==> src/hw/rtl/assert_macros.svh <==
// ----------------------------------------------------------------------------
// Assertion macros
// Concurrent assertion wrappers; empty when SYNTHESIS is defined.
// ----------------------------------------------------------------------------
`ifndef ASSERT_MACROS_SVH
`define ASSERT_MACROS_SVH
`ifndef SYNTHESIS
// Property must hold at every clock edge outside reset.
`define ASSERT_PROP(lbl, clk, rst, prop) \
  lbl: assert property (@(posedge clk) disable iff (rst) prop) \
    else $error("assertion failed");
// Expression must never be true outside reset.
`define ASSERT_NEVER(lbl, clk, rst, expr) \
  lbl: assert property (@(posedge clk) disable iff (rst) !(expr)) \
    else $error("forbidden condition seen");
`else
`define ASSERT_PROP(lbl, clk, rst, prop)
`define ASSERT_NEVER(lbl, clk, rst, expr)
`endif
`endif

==> src/hw/rtl/mcaf_pkg.sv <==
// ----------------------------------------------------------------------------
// mcaf_pkg
// Shared widths, defaults and the control word of the forecaster datapath.
// ----------------------------------------------------------------------------
`default_nettype none

package mcaf_pkg;

  // default configuration
  localparam int CHANNELS_DEF   = 2;
  localparam int AR_TAPS_DEF    = 2;
  localparam int MA_TAPS_DEF    = 2;
  localparam int DIFF_ORDER_DEF = 1;

  // stream widths
  localparam int S_TDATA_W = 64;
  localparam int S_TUSER_W = 2;
  localparam int M_TDATA_W = 24;
  localparam int M_TUSER_W = 1;

  // datapath widths
  localparam int MEAS_W = 16;
  localparam int COEF_W = 16;
  localparam int OP_W   = 18;   // second difference of 16-bit values
  localparam int PROD_W = OP_W + COEF_W;
  localparam int ACC_W  = 42;   // covers 128 full-scale products plus raw term
  localparam int FRAC_W = 13;
  localparam int FC_W   = 20;
  localparam int RND_W  = ACC_W - FRAC_W;

  localparam logic signed [ACC_W-1:0] ROUND_HALF = ACC_W'(1) <<< (FRAC_W - 1);
  localparam logic signed [FC_W-1:0]  FC_MAX     = {1'b0, {(FC_W-1){1'b1}}};
  localparam logic signed [FC_W-1:0]  FC_MIN     = {1'b1, {(FC_W-1){1'b0}}};

  // one issued tap of the multiply-accumulate
  typedef struct packed {
    logic valid;
    logic start;      // first tap of a forecast: restart the sum
    logic final_tap;  // last tap of a forecast
    logic ar;         // measurement tap (else residual tap)
    logic use_tap;    // tap contributes (early taps only fill the difference history)
    logic raw;        // newest measurement of the forecast channel
  } mac_ctl_t;

endpackage

`default_nettype wire

==> src/hw/rtl/mcaf_ram.sv <==
// ----------------------------------------------------------------------------
// mcaf_ram
// Generic simple dual-port RAM, one write port, one registered read port.
// ----------------------------------------------------------------------------
`default_nettype none

module mcaf_ram #(
  parameter int WIDTH  = 16,
  parameter int DEPTH  = 16,
  parameter int ADDR_W = (DEPTH > 1) ? $clog2(DEPTH) : 1
) (
  input  logic              clk,
  input  logic              we,
  input  logic [ADDR_W-1:0] waddr,
  input  logic [WIDTH-1:0]  wdata,
  input  logic [ADDR_W-1:0] raddr,
  output logic [WIDTH-1:0]  rdata
);

  logic [WIDTH-1:0] mem [DEPTH];

  always_ff @(posedge clk) begin
    if (we) begin
      mem[waddr] <= wdata;
    end
    rdata <= mem[raddr];
  end

endmodule

`default_nettype wire

==> src/hw/rtl/mcaf_mac.sv <==
// ----------------------------------------------------------------------------
// mcaf_mac
// Difference, multiply, accumulate, round and saturate for one forecast.
// ----------------------------------------------------------------------------
`default_nettype none

module mcaf_mac #(
  parameter int DIFF_ORDER = mcaf_pkg::DIFF_ORDER_DEF
) (
  input  logic                                clk,
  input  logic                                rst,
  input  mcaf_pkg::mac_ctl_t                  issue,
  input  logic signed [mcaf_pkg::MEAS_W-1:0]  win_data,
  input  logic signed [mcaf_pkg::COEF_W-1:0]  coef_data,
  output logic                                done,
  output logic signed [mcaf_pkg::FC_W-1:0]    forecast,
  output logic                                saturated
);
  import mcaf_pkg::*;

  mac_ctl_t c1, c2, c3;
  logic     fin;

  logic signed [MEAS_W-1:0] h1, h2, raw;
  logic signed [OP_W-1:0]   x_ext, d1, d2, op_next, op;
  logic signed [COEF_W-1:0] cf;
  logic signed [PROD_W-1:0] prod;
  logic signed [ACC_W-1:0]  acc, raw_term, sum;
  logic signed [RND_W-1:0]  rnd;
  logic                     ovf;

  assign x_ext = OP_W'(win_data);
  assign d1    = x_ext - OP_W'(h1);
  assign d2    = d1 - OP_W'(h1) + OP_W'(h2);

  always_comb begin
    if (!c1.use_tap) begin
      op_next = '0;
    end else if (!c1.ar || DIFF_ORDER == 0) begin
      op_next = x_ext;
    end else if (DIFF_ORDER == 1) begin
      op_next = d1;
    end else begin
      op_next = d2;
    end
  end

  assign raw_term = (DIFF_ORDER > 0) ? (ACC_W'(raw) <<< FRAC_W) : '0;
  assign sum      = acc + raw_term + ROUND_HALF;
  assign rnd      = sum[ACC_W-1:FRAC_W];
  assign ovf      = !((&rnd[RND_W-1:FC_W-1]) || !(|rnd[RND_W-1:FC_W-1]));

  // control pipeline
  always_ff @(posedge clk) begin
    if (rst) begin
      c1   <= '0;
      c2   <= '0;
      c3   <= '0;
      fin  <= 1'b0;
      done <= 1'b0;
    end else begin
      c1  <= issue;
      c2  <= c1;
      c3  <= c2;
      fin <= c3.valid && c3.final_tap;
      if (fin) begin
        done <= 1'b1;
      end
      if (issue.valid && issue.start) begin
        done <= 1'b0;
      end
    end
  end

  // datapath
  always_ff @(posedge clk) begin
    if (c1.valid && c1.ar) begin
      h1 <= win_data;
      h2 <= h1;
    end
    if (c1.valid && c1.raw) begin
      raw <= win_data;
    end
    op   <= op_next;
    cf   <= coef_data;
    prod <= op * cf;
    if (c3.valid) begin
      acc <= (c3.start ? '0 : acc) + ACC_W'(prod);
    end
    if (fin) begin
      saturated <= ovf;
      if (ovf) begin
        forecast <= rnd[RND_W-1] ? FC_MIN : FC_MAX;
      end else begin
        forecast <= rnd[FC_W-1:0];
      end
    end
  end

  `include "assert_macros.svh"

  `ASSERT_PROP(a_done_clear, clk, rst, issue.valid && issue.start |=> !done)
  `ASSERT_PROP(a_done_rise, clk, rst, $rose(done) |-> $past(fin))
  `ASSERT_PROP(a_ma_used, clk, rst, c1.valid && !c1.ar |-> c1.use_tap)

endmodule

`default_nettype wire

==> src/hw/rtl/multichannel_arima_forecaster_core.sv <==
// ----------------------------------------------------------------------------
// multichannel_arima_forecaster_core
// One-step vector ARIMA forecaster over CHANNELS channels.
// ----------------------------------------------------------------------------
// Coefficient items write one AR or MA coefficient. A sample item writes the
// channel's measurement into a circular window in the window RAM and, with MA
// taps, its residual into a second window in S_RES. A sample for the last
// channel starts the forecasts: each one streams CHANNELS*(AR_TAPS+DIFF_ORDER+
// MA_TAPS) taps through the single multiply-accumulate, one tap per cycle as
// set by the one read port of each RAM, then waits in S_WAIT until the output
// register is free. Inputs are refused while forecasts are computed; the last
// forecast may wait in the output register while new items are taken. After
// reset a clearing pass zeroes both RAMs over the larger of their depths,
// during which no item is taken.
// ----------------------------------------------------------------------------
`default_nettype none

module multichannel_arima_forecaster_core #(
  parameter int CHANNELS   = mcaf_pkg::CHANNELS_DEF,
  parameter int AR_TAPS    = mcaf_pkg::AR_TAPS_DEF,
  parameter int MA_TAPS    = mcaf_pkg::MA_TAPS_DEF,
  parameter int DIFF_ORDER = mcaf_pkg::DIFF_ORDER_DEF
) (
  input  logic                             clk,
  input  logic                             rst,
  input  logic                             s_tvalid,
  output logic                             s_tready,
  // channel[2:0], measure[18:3], residual[34:19], coef_index[43:35],
  // coef_value[59:44], zero fill
  input  logic [mcaf_pkg::S_TDATA_W-1:0]   s_tdata,
  // command[0], coef_kind[1]
  input  logic [mcaf_pkg::S_TUSER_W-1:0]   s_tuser,
  output logic                             m_tvalid,
  input  logic                             m_tready,
  // out_channel[2:0], forecast[22:3], zero fill
  output logic [mcaf_pkg::M_TDATA_W-1:0]   m_tdata,
  // saturated[0]
  output logic [mcaf_pkg::M_TUSER_W-1:0]   m_tuser,
  output logic                             m_tlast
);
  import mcaf_pkg::*;

  localparam int MWIN       = AR_TAPS + DIFF_ORDER;
  localparam int AR_SIZE    = CHANNELS * CHANNELS * AR_TAPS;
  localparam int MA_SIZE    = CHANNELS * CHANNELS * MA_TAPS;
  localparam int COEF_DEPTH = AR_SIZE + MA_SIZE;
  localparam int RES_BASE   = CHANNELS * MWIN;
  localparam int WIN_DEPTH  = CHANNELS * (MWIN + MA_TAPS);
  localparam int CLR_DEPTH  = (WIN_DEPTH > COEF_DEPTH) ? WIN_DEPTH : COEF_DEPTH;
  localparam int KMAX       = (MWIN > MA_TAPS) ? MWIN : MA_TAPS;
  localparam int CW         = (CHANNELS > 1) ? $clog2(CHANNELS) : 1;
  localparam int WAW        = (WIN_DEPTH > 1) ? $clog2(WIN_DEPTH) : 1;
  localparam int CAW        = (COEF_DEPTH > 1) ? $clog2(COEF_DEPTH) : 1;
  localparam int CLW        = (CLR_DEPTH > 1) ? $clog2(CLR_DEPTH) : 1;
  localparam int MPW        = (MWIN > 1) ? $clog2(MWIN) : 1;
  localparam int RPW        = (MA_TAPS > 1) ? $clog2(MA_TAPS) : 1;
  localparam int KW         = (KMAX > 1) ? $clog2(KMAX) : 1;
  localparam int SW         = KW + 1;

  localparam logic [2:0] S_CLEAR = 3'd0;
  localparam logic [2:0] S_IDLE  = 3'd1;
  localparam logic [2:0] S_RES   = 3'd2;
  localparam logic [2:0] S_MAC   = 3'd3;
  localparam logic [2:0] S_WAIT  = 3'd4;

  localparam logic CMD_COEF = 1'b1;
  localparam logic KIND_MA  = 1'b1;

  // input fields
  logic              in_cmd, in_kind;
  logic [2:0]        in_ch;
  logic [MEAS_W-1:0] in_meas, in_res;
  logic [8:0]        in_idx;
  logic [COEF_W-1:0] in_coef;

  assign in_cmd  = s_tuser[0];
  assign in_kind = s_tuser[1];
  assign in_ch   = s_tdata[2:0];
  assign in_meas = s_tdata[18:3];
  assign in_res  = s_tdata[34:19];
  assign in_idx  = s_tdata[43:35];
  assign in_coef = s_tdata[59:44];

  logic [2:0]        state;
  logic [CLW-1:0]    clr;
  logic [CW-1:0]     oi, si, lch;
  logic [KW-1:0]     k;
  logic              phase_ma;
  logic [CAW-1:0]    ar_ptr, ma_ptr;
  logic [MEAS_W-1:0] lres;
  logic [MPW-1:0]    mptr [CHANNELS];
  logic [RPW-1:0]    rptr [CHANNELS];

  logic              accept, ch_ok, ch_last, lch_last, sample_ok, coef_ok, start_fc;
  logic              out_free, out_load, use_tap, win_end, to_ma, src_end, fc_end;
  logic [CW-1:0]     pidx;
  logic [MPW-1:0]    mptr_cur, mptr_inc;
  logic [RPW-1:0]    rptr_cur, rptr_inc;
  logic [KW-1:0]     koff;
  logic [SW-1:0]     msum, mwr, rsum, rwr;
  logic [WAW-1:0]    m_addr, r_addr;

  logic              win_we, coef_we;
  logic [WAW-1:0]    win_waddr, win_raddr;
  logic [MEAS_W-1:0] win_wdata, win_rdata;
  logic [CAW-1:0]    coef_waddr, coef_raddr;
  logic [COEF_W-1:0] coef_wdata, coef_rdata;

  mac_ctl_t                 issue;
  logic                     mac_done, mac_sat;
  logic signed [FC_W-1:0]   mac_fc;

  assign s_tready  = (state == S_IDLE);
  assign accept    = s_tvalid && s_tready;
  assign ch_ok     = {1'b0, in_ch} < 4'(CHANNELS);
  assign ch_last   = (in_ch == 3'(CHANNELS - 1));
  assign lch_last  = (lch == CW'(CHANNELS - 1));
  assign sample_ok = accept && (in_cmd != CMD_COEF) && ch_ok;
  assign coef_ok   = (in_kind == KIND_MA) ? ({1'b0, in_idx} < 10'(MA_SIZE))
                                          : ({1'b0, in_idx} < 10'(AR_SIZE));
  assign start_fc  = (sample_ok && ch_last && MA_TAPS == 0) ||
                     (state == S_RES && lch_last);
  assign out_free  = !m_tvalid || m_tready;
  assign out_load  = (state == S_WAIT) && mac_done && out_free;

  // pointer row is read at one place: sample channel or current source
  always_comb begin
    case (state)
      S_MAC:   pidx = si;
      S_RES:   pidx = lch;
      default: pidx = in_ch[CW-1:0];
    endcase
  end

  assign mptr_cur = mptr[pidx];
  assign rptr_cur = rptr[pidx];
  assign mptr_inc = (mptr_cur == MPW'(MWIN - 1)) ? '0 : mptr_cur + 1'b1;
  assign rptr_inc = (rptr_cur == RPW'(MA_TAPS - 1)) ? '0 : rptr_cur + 1'b1;

  // oldest entry sits at the pointer; walk forward with wrap
  assign koff = (state == S_MAC) ? k : '0;
  assign msum = SW'(mptr_cur) + SW'(koff);
  assign mwr  = (msum >= SW'(MWIN)) ? msum - SW'(MWIN) : msum;
  assign rsum = SW'(rptr_cur) + SW'(koff);
  assign rwr  = (rsum >= SW'(MA_TAPS)) ? rsum - SW'(MA_TAPS) : rsum;

  assign m_addr = WAW'(pidx) * WAW'(MWIN) + WAW'(mwr);
  assign r_addr = WAW'(RES_BASE) + WAW'(pidx) * WAW'(MA_TAPS) + WAW'(rwr);

  // tap sequencing
  assign use_tap = phase_ma || (k >= KW'(DIFF_ORDER));
  assign win_end = phase_ma ? (k == KW'(MA_TAPS - 1)) : (k == KW'(MWIN - 1));
  assign to_ma   = !phase_ma && win_end && (MA_TAPS > 0);
  assign src_end = win_end && (phase_ma || MA_TAPS == 0);
  assign fc_end  = src_end && (si == CW'(CHANNELS - 1));

  always_comb begin
    issue           = '0;
    issue.valid     = (state == S_MAC);
    issue.start     = (si == '0) && !phase_ma && (k == '0);
    issue.final_tap = fc_end;
    issue.ar        = !phase_ma;
    issue.use_tap   = use_tap;
    issue.raw       = !phase_ma && (si == oi) && (k == KW'(MWIN - 1));
  end

  // RAM ports
  always_comb begin
    win_we     = 1'b0;
    win_waddr  = m_addr;
    win_wdata  = in_meas;
    coef_we    = 1'b0;
    coef_waddr = (in_kind == KIND_MA) ? CAW'(AR_SIZE) + CAW'(in_idx) : CAW'(in_idx);
    coef_wdata = in_coef;
    case (state)
      S_CLEAR: begin
        win_we     = {1'b0, clr} < (CLW + 1)'(WIN_DEPTH);
        win_waddr  = WAW'(clr);
        win_wdata  = '0;
        coef_we    = {1'b0, clr} < (CLW + 1)'(COEF_DEPTH);
        coef_waddr = CAW'(clr);
        coef_wdata = '0;
      end
      S_IDLE: begin
        win_we  = sample_ok;
        coef_we = accept && (in_cmd == CMD_COEF) && coef_ok;
      end
      S_RES: begin
        win_we    = 1'b1;
        win_waddr = r_addr;
        win_wdata = lres;
      end
      default: begin
        win_we  = 1'b0;
        coef_we = 1'b0;
      end
    endcase
  end

  assign win_raddr  = phase_ma ? r_addr : m_addr;
  assign coef_raddr = phase_ma ? ma_ptr : ar_ptr;

  mcaf_ram #(
    .WIDTH  (MEAS_W),
    .DEPTH  (WIN_DEPTH),
    .ADDR_W (WAW)
  ) u_win_ram (
    .clk   (clk),
    .we    (win_we),
    .waddr (win_waddr),
    .wdata (win_wdata),
    .raddr (win_raddr),
    .rdata (win_rdata)
  );

  mcaf_ram #(
    .WIDTH  (COEF_W),
    .DEPTH  (COEF_DEPTH),
    .ADDR_W (CAW)
  ) u_coef_ram (
    .clk   (clk),
    .we    (coef_we),
    .waddr (coef_waddr),
    .wdata (coef_wdata),
    .raddr (coef_raddr),
    .rdata (coef_rdata)
  );

  mcaf_mac #(
    .DIFF_ORDER (DIFF_ORDER)
  ) u_mac (
    .clk       (clk),
    .rst       (rst),
    .issue     (issue),
    .win_data  (win_rdata),
    .coef_data (coef_rdata),
    .done      (mac_done),
    .forecast  (mac_fc),
    .saturated (mac_sat)
  );

  // sequencer; window writes and forecast reads never overlap, the state
  // machine keeps them apart
  always_ff @(posedge clk) begin
    if (rst) begin
      state    <= S_CLEAR;
      clr      <= '0;
      oi       <= '0;
      si       <= '0;
      k        <= '0;
      phase_ma <= 1'b0;
      ar_ptr   <= '0;
      ma_ptr   <= '0;
      m_tvalid <= 1'b0;
      for (int c = 0; c < CHANNELS; c++) begin
        mptr[c] <= '0;
        rptr[c] <= '0;
      end
    end else begin
      if (out_load) begin
        m_tvalid <= 1'b1;
      end else if (m_tvalid && m_tready) begin
        m_tvalid <= 1'b0;
      end
      case (state)
        S_CLEAR: begin
          clr <= clr + 1'b1;
          if (clr == CLW'(CLR_DEPTH - 1)) begin
            state <= S_IDLE;
          end
        end
        S_IDLE: begin
          if (sample_ok) begin
            mptr[pidx] <= mptr_inc;
            lch        <= in_ch[CW-1:0];
            lres       <= in_res;
            if (MA_TAPS > 0) begin
              state <= S_RES;
            end
          end
        end
        S_RES: begin
          rptr[pidx] <= rptr_inc;
          if (!start_fc) begin
            state <= S_IDLE;
          end
        end
        S_MAC: begin
          if (!phase_ma && use_tap) begin
            ar_ptr <= ar_ptr + 1'b1;
          end
          if (phase_ma) begin
            ma_ptr <= ma_ptr + 1'b1;
          end
          if (to_ma) begin
            phase_ma <= 1'b1;
            k        <= '0;
          end else if (src_end) begin
            phase_ma <= 1'b0;
            k        <= '0;
            if (fc_end) begin
              si    <= '0;
              state <= S_WAIT;
            end else begin
              si <= si + 1'b1;
            end
          end else begin
            k <= k + 1'b1;
          end
        end
        S_WAIT: begin
          if (out_load) begin
            m_tdata  <= {1'b0, mac_fc, 3'(oi)};
            m_tuser  <= mac_sat;
            m_tlast  <= (oi == CW'(CHANNELS - 1));
            if (oi == CW'(CHANNELS - 1)) begin
              state <= S_IDLE;
            end else begin
              oi    <= oi + 1'b1;
              state <= S_MAC;
            end
          end
        end
        default: begin
          state <= S_IDLE;
        end
      endcase
      if (start_fc) begin
        oi       <= '0;
        si       <= '0;
        k        <= '0;
        phase_ma <= 1'b0;
        ar_ptr   <= '0;
        ma_ptr   <= CAW'(AR_SIZE);
        state    <= S_MAC;
      end
    end
  end

  `include "assert_macros.svh"

  `ASSERT_PROP(a_last_chan, clk, rst, m_tvalid && m_tlast |-> m_tdata[2:0] == 3'(CHANNELS - 1))
  `ASSERT_PROP(a_coef_range, clk, rst, state == S_MAC |-> coef_raddr <= CAW'(COEF_DEPTH - 1))
  `ASSERT_PROP(a_fc_wait, clk, rst, issue.valid && issue.final_tap |=> state == S_WAIT)
  `ASSERT_NEVER(a_wr_in_mac, clk, rst, (win_we || coef_we) && state == S_MAC)

endmodule

`default_nettype wire

==> config.mk <==
export PLATFORM = sky130hd
export DESIGN_NAME = multichannel_arima_forecaster_core
export DESIGN_NICKNAME = d
export VERILOG_FILES = /design/src/hw/rtl/mcaf_pkg.sv /design/src/hw/rtl/mcaf_ram.sv /design/src/hw/rtl/mcaf_mac.sv /design/src/hw/rtl/multichannel_arima_forecaster_core.sv
export VERILOG_INCLUDE_DIRS = /design/src /design/src/hw/rtl
export SDC_FILE = /design/constraint.sdc
export NUM_CORES = 2
export LEC_CHECK = 0
export ABC_AREA = 1
export BUFFER_PORTS_ARGS = -buffer_cell sky130_fd_sc_hd__buf_2
export CORE_MARGIN = 5
export CORE_UTILIZATION = 60
export CTS_BUF_LIST = sky130_fd_sc_hd__clkbuf_16
export DETAILED_ROUTE_END_ITERATION = 7
export GPL_TIMING_DRIVEN = 0
export PLACE_DENSITY_LB_ADDON = 0.1
export SETUP_SLACK_MARGIN = 0.15
export SYNTH_ARGS = -nofsm -noshare
export SYNTH_HDL_FRONTEND = slang
export SYNTH_SLANG_ARGS = --single-unit
==> constraint.sdc <==
create_clock -name clk -period 8 [get_ports clk]
set_input_delay 1.6 -clock clk [delete_from_list [all_inputs] [get_ports clk]]
set_output_delay 1.6 -clock clk [all_outputs]
set_load 0.05 [all_outputs]
# After elaboration in Yosys (flattened, before gate mapping)

Memory sizes are Yosys's and may differ from the RTL's. A register that Yosys moved wholly into a read port is not among the register bits.
Index checks and enable logic that the tools add are counted.

Add/subtract/negate cells: 20
Multiply operators: 2
Div/mod/pow operators: 0
$lt $le $gt $ge: 6
Eq/ne operators: 21
Shift operators: 0
Mux-type cells: 59
Bitwise logic cells: 4
Reductions and logical operators: 50

Operator list:

| operator                                                   | count |
|---|---|
| adder 42 x 14 -> 42 bit, second input constant             | 1 |
| adder 42 x 29 -> 42 bit                                    | 1 |
| adder 42 bit                                               | 1 |
| 2-to-1 mux 42 bit                                          | 1 |
| 2-to-1 mux 20 bit                                          | 2 |
| multiplier 18 x 16 -> 34 bit                               | 1 |
| case mux 16 bit (2 select lines)                           | 1 |
| 2-to-1 mux 4 bit                                           | 7 |
| 2-to-1 mux 1 bit                                           | 26 |
| 2-to-1 mux 3 bit                                           | 8 |
| logical AND 1 bit                                          | 21 |
| 2-to-1 mux 18 bit                                          | 1 |
| subtractor 16 x 16 -> 17 bit                               | 1 |
| 2-to-1 mux 16 bit                                          | 1 |
| != test 3 bit, second input constant                       | 5 |
| 2-to-1 mux 2 bit                                           | 7 |
| adder 4 x 1 -> 4 bit, second input constant                | 3 |
| case mux 3 bit (4 select lines)                            | 1 |
| AND reduction 6 bit                                        | 2 |
| != test 2 bit, second input constant                       | 5 |
| AND reduction 10 bit                                       | 1 |
| AND reduction 2 bit                                        | 5 |
| OR reduction 10 bit                                        | 1 |
| less-than comparator 9 x 4 -> 1 bit, second input constant | 1 |
| 35 further kinds                                           | 58 |

Bits in registers: 238
Bits in latches: 0
Bits in writable memories: 422
Bits in read-only memories: 0
Output and inout port bits: 28
Logic and storage cells: 204
Memories kept: 4

Memories:

| name           | words | width | rd ports | clocked after Yosys merged registers in | write ports | RTL line                                 | source |
|---|---|---|---|---|---|---|---|
| u_coef_ram.mem | 16    | 16    | 1        | 1                                       | 1           | mcaf_ram.sv:20                           | `logic [WIDTH-1:0] mem [DEPTH];` |
| u_win_ram.mem  | 10    | 16    | 1        | 1                                       | 1           | mcaf_ram.sv:20                           |  |
| mptr           | 2     | 2     | 1        | 0                                       | 2           | multichannel_arima_forecaster_core.sv:91 | `logic [MPW-1:0] mptr [CHANNELS];` |
| rptr           | 2     | 1     | 1        | 0                                       | 2           | multichannel_arima_forecaster_core.sv:92 | `logic [RPW-1:0] rptr [CHANNELS];` |

# Longest topological paths before layout

Depth in word-level cells: 10
Mapped depth: 29
Depth with buffers taken out: 28

# Modules after synthesis

From an unflattened synthesis, not the netlist that was laid out.

Cell total of the unflattened synthesis: 5007
Area, all modules: 44073.5 um2

Modules (own cells, without submodules):

| module                             | times used | cells an instance | area each (um2) | sequential area each (um2) |
|---|---|---|---|---|
| mcaf_mac                           | 1          | 2910              | 22188.8         | 4474.3 |
| mcaf_ram at u_coef_ram             | 1          | 1074              | 11380.9         | 8007.7 |
| mcaf_ram at u_win_ram              | 1          | 647               | 7133.1          | 5124.9 |
| multichannel_arima_forecaster_core | 1          | 376               | 3370.7          | 1771.7 |

# Least setup slack after synthesis

OpenSTA, ideal clock, no wires.

Path kind: input-to-reg
From: in s_tdata[0] in the netlist's numbering
To: mem u_win_ram.mem[8][0] (enable)
Library setup time: 0.388 ns
Data arrival time: 5.679 ns
Required time: 7.612 ns
Path slack: 1.933 ns
Cell stages on the path: 20
Path through: o21ai_2 inv_2 or2_1 o21ai_1 clkinv_1 ha_1 fa_1 ha_1 ha_1 nor2_1 o21ai_2 xor2_1 inv_1 ha_1 fa_1 xnor2_1 a21oi_1 inv_1 or2_2 nor2_1

Longest elaborated chain between the ends: 7
Elaborated cells on any way between the ends: 21
Classes of those cells: add/sub (7); mul (1); order compare (3); mux (7); reduce/logical (1); memory (2)

Ends and longest elaborated chain:

| what                                                                      | RTL line                                                                             | source |
|---|---|---|
| start, declared                                                           | multichannel_arima_forecaster_core.sv:30                                             | `input logic [mcaf_pkg::S_TDATA_W-1:0] s_tdata,` |
| case mux 1 bit (2 select lines)                                           | multichannel_arima_forecaster_core.sv:128                                            | `case (state)` |
| memory read (2 x 1 bit) / memory read (2 x 2 bit) (equally long branches) | -                                                                                    |  |
| adder 1 x 2 -> 3 bit / adder 2 x 2 -> 3 bit (equally long branches)       | multichannel_arima_forecaster_core.sv:144, multichannel_arima_forecaster_core.sv:142 |  |
| subtractor 3 x 2 -> 3 bit, or another cell as far along                   | multichannel_arima_forecaster_core.sv:145                                            | `assign rwr = (rsum >= SW'(MA_TAPS)) ? rsum - SW'(MA_TAPS) : rsum;` |
| 2-to-1 mux 3 bit, on equally long branches                                | multichannel_arima_forecaster_core.sv:145, multichannel_arima_forecaster_core.sv:143 |  |
| adder 4 x 3 -> 4 bit / adder 3 x 3 -> 4 bit (equally long branches)       | multichannel_arima_forecaster_core.sv:148, multichannel_arima_forecaster_core.sv:147 |  |
| case mux 4 bit (2 select lines)                                           | multichannel_arima_forecaster_core.sv:175                                            | `case (state)` |
| end, declared                                                             | mcaf_ram.sv:20                                                                       |  |

Parallel ways exist; a longest one is shown, timed or not.

# Final worst setup path

From: reg u_mac.op[7]
To: reg u_mac.prod[32]

Longest elaborated chain between the ends: 1

Ends and longest elaborated chain:

| what                         | RTL line       | source |
|---|---|---|
| start, declared              | mcaf_mac.sv:25 | `logic signed [OP_W-1:0] x_ext, d1, d2, op_next, op;` |
| start signal, assigned       | mcaf_mac.sv:84 | `op <= op_next;` |
| multiplier 18 x 16 -> 34 bit | mcaf_mac.sv:86 | `prod <= op * cf;` |
| end signal, assigned         | mcaf_mac.sv:86 |  |
| end, declared                | mcaf_mac.sv:27 | `logic signed [PROD_W-1:0] prod;` |

No other way between the ends.
A chain may end at the register's enable or synchronous reset.

==> flow_summary.toml <==
[yosys]
synth_top_flop_cell = "edfxtp_1"
synth_top_family_by_area = "adder cells"
synth-seq-cells = 690
synth_fa_ha_area_share_pct = 18.72
synth.top_cells.by_count = "inv_1, nand2_1, edfxtp_1, fa_1, nor2_1"
synth_xor_area_share_pct = 2.169
synth.most_common_cell = "inv_1"
ys_seq_area_share_pct = 45.27
synth_enable_flop_cells = 556
synth_compound_area_share_pct = 8.771
synthTopCellsByArea = "edfxtp_1, fa_1, inv_1"
synthSimpleGateAreaFrac_pct = 14.17
synth_cells = 4583
yosysWarnings = 0
yosys.area.top_type = "edfxtp_1"
yosysTopAreaCellShare_pct = 39.00
postSynthAreaPerCell_um2 = 9.341
synth_area_um2 = 42810
muxShareOfSynthArea_pct = 0.4209
async_reset_ff_share_pct = 0
synth.distinct_cells = 56

[clock_network]
clkTransAtPathRegs_ps = 60
post_cts_buffers = 0
ctsRootBufferMaster = "clkbuf_16"
cts_max_path_buffers = 3
postCtsResizedCells = 0
postCtsHoldBufs = 0
clock_sinks = 690
clkLatencyLatePin_ps = 630
numCtsBuffers = 73
cts_tree = "yes"
cts_max_level = 3

[global_route]
grt_max_degree = 23
met3_usage_pct = 4.072
grt_pass1_wl_mm = 170.9
use_met1_pct = 40.61
use_met2_pct = 45.49
grt-ovfl-total = 0
antenna_found_initial = 1
grt_pass1_vias = 31000
gr-max-usage-layer = "met2"
grt_usage_pct = 28.24

[floorplanning]
die_h_um = 277.1
die_x_um = 277.1
top_level_ports = 98
core_um2 = 71120
row_count = 98
die_area_um2 = 76790
initial_core_util_pct = 60.19

[cells_and_area]
drive_gt1_share_pct = 6.810
fill_cells = 5878
antenna_cells = 0
seq_area_um2 = 19380
finalNetCount = 5314
syn2layout_area_growth_pct = 10.27
multiInputGateArea_um2 = 19030

[place]
hpwl_mm = 82.39
gp_congestion = 0.9321
io_buffer_count = 90

[setup_path]
start_kind = "flip-flop"
cp.arrival_ps = 7420
crit_chain = "clkbuf_1, clkbuf_1, nand2_1, fa_1, inv_1, fa_1, inv_1, fa_1, inv_1, fa_1, fa_1, inv_1, fa_1, inv_1, ha_1, nand2_1, nor2_1, nand3_1, o21ai_0, a21oi_1, o21bai_1, nand2_1, nand3_1, nand2_1"
crit_top_cell = "fa_1"
crit_fanout = 10
crit_type = "flip-flop to flip-flop"
cp-end-kind = "flip-flop"
crit_required_ps = 8510
crit_path_max_incr_delay_ps = 570
cp_slowest_cell = "clkbuf_1"

[detailed_routing]
viasPerCell = 5.457
dr.pass1.iters = 6
drc_errors = 0
drt_iter0_markers = 3183
wire_per_inst_um = 18.78
num_vias = 31550
totalWireLength_mm = 108.6
postRouteAntennaNets = 0

[timing]
slew_headroom_pct = 11.09
finalHoldViolCount = 0
final-setup-viol-count = 0
worstMarginPinSlew_ps = 1329
min_period_over_period_pct = 86.38
drv_slew = 0
fmax_mhz = 144.7
fin_crit_ps = 6910
clock_skew_ps = 46.58
setup-tns-final_ps = 0
rsz0062_at_grt = "false"

[power_and_ir_drop]
ir_drop_v = 0.0001981
power.total_mw = 10.08
power_density_nw_per_um2 = 213.5
p_leak_nw = 22.25

[run]
drv_cap = 0

[outcome]
outcome = "complete, no violations"

[min_path]
min_path_type = "flip-flop to flip-flop"
## layer usage
layer | vias up | share of wire, % | wire length, um
li1 | 15020 | - | -
met1 | 15060 | 43 | 46200
met2 | 1260 | 46 | 49950
met3 | 211 | 8.4 | 9088
met4 | 2 | 3.1 | 3336
met5 | - | 0.0064 | 7
## layout by cell type, fill, tap and decap left out, drive strengths merged, types with 12 or more instances in the layout
cell,n
a21oi,246
a22o,16
a31oi,20
buf,137
clkbuf,219
clkinv,31
dfxtp,134
edfxtp,556
fa,286
ha,183
inv,1039
mux2,16
nand2,873
nand3,219
nand4,27
nor2,297
nor3,20
o211ai,99
o21ai,226
o21bai,12
xnor2,32
xor2,74
## per-stage QoR
| stage | instances | setup slack [ps] | util (%) | instance area (um^2) | hold WS [ps] |
|---|---|---|---|---|---|
| finish | 5781 | 1090 | 66.37 | 47200 | 325.3 |
| global route | 5781 | 742.8 | 66.37 | 47200 | 329.0 |
| CTS | 5779 | 1141 | 66.34 | 47180 | 325.9 |
| detailed placement | 5648 | 1172 | 63.13 | 44890 | 312.1 |
| global placement | 5625 | 956.2 | 62.51 | 44460 | 309.8 |
| floorplan | 4585 | 1933 | - | 42820 | 309.6 |
## flip-flops by register name, indices dropped and copies added (netlist names), 17 cells and up
register,flops
u_mac.acc,42
u_win_ram.mem,160
u_mac.forecast,20
u_mac.prod,34
m_tdata,21
u_coef_ram.mem,256
u_mac.op,17
## report_power, final
part	switching, mW	internal (mW)	total, mW
combinational	1.63	0.748	2.37
clock	1.45	1.75	3.20
sequential	0.177	4.33	4.50
## final timing paths
kind / start / to / slack, ps / cells after the start
setup / recovery: u_mac.op[7] / u_mac.prod[32] / 1090 / 24
hold / removal: u_coef_ram.rdata[4] / u_mac.cf[4] / 330 / 0
setup reg to reg: u_mac.op[7] / u_mac.prod[32] / 1090 / 24
hold reg to reg: u_coef_ram.rdata[4] / u_mac.cf[4] / 330 / 0
## cells by family (layout without fill, tap and decap cells)
kind of cell               count (synthesis)  count (layout)
DFF                                      690             690
xor gates and xnor gates                 106             106
muxes                                     16              16
adders and majority gates                469             469
buffers and inverters                   1181            1427
other                                      1               3
AOI/OAI and AO/OA                        653             653
and+or+nand+nor                         1467            1467
## worst max-delay path, delay by kind of cell, from the launching register on
kind | cells | cell delay (ps)
AO/OA/AOI/OAI | 3 | 840
adder cells (fa/ha/maj) | 7 | 3430
buffers and inverters | 7 | 1400
flip-flops | 1 | 310
AND/OR/NAND/NOR | 7 | 830
## cell type report
class	instances	share of cell area [%]
Sequential cell	690	41.06
Multi-Input combinational cell	2714	40.32
Inverter	1016	8.079
Clock buffer	76	4.029
Tap cell	950	2.518
Timing Repair Buffer	115	1.765
Buffer	165	1.418
Clock inverter	55	0.8111
Power figures use the tool's default switching activity.
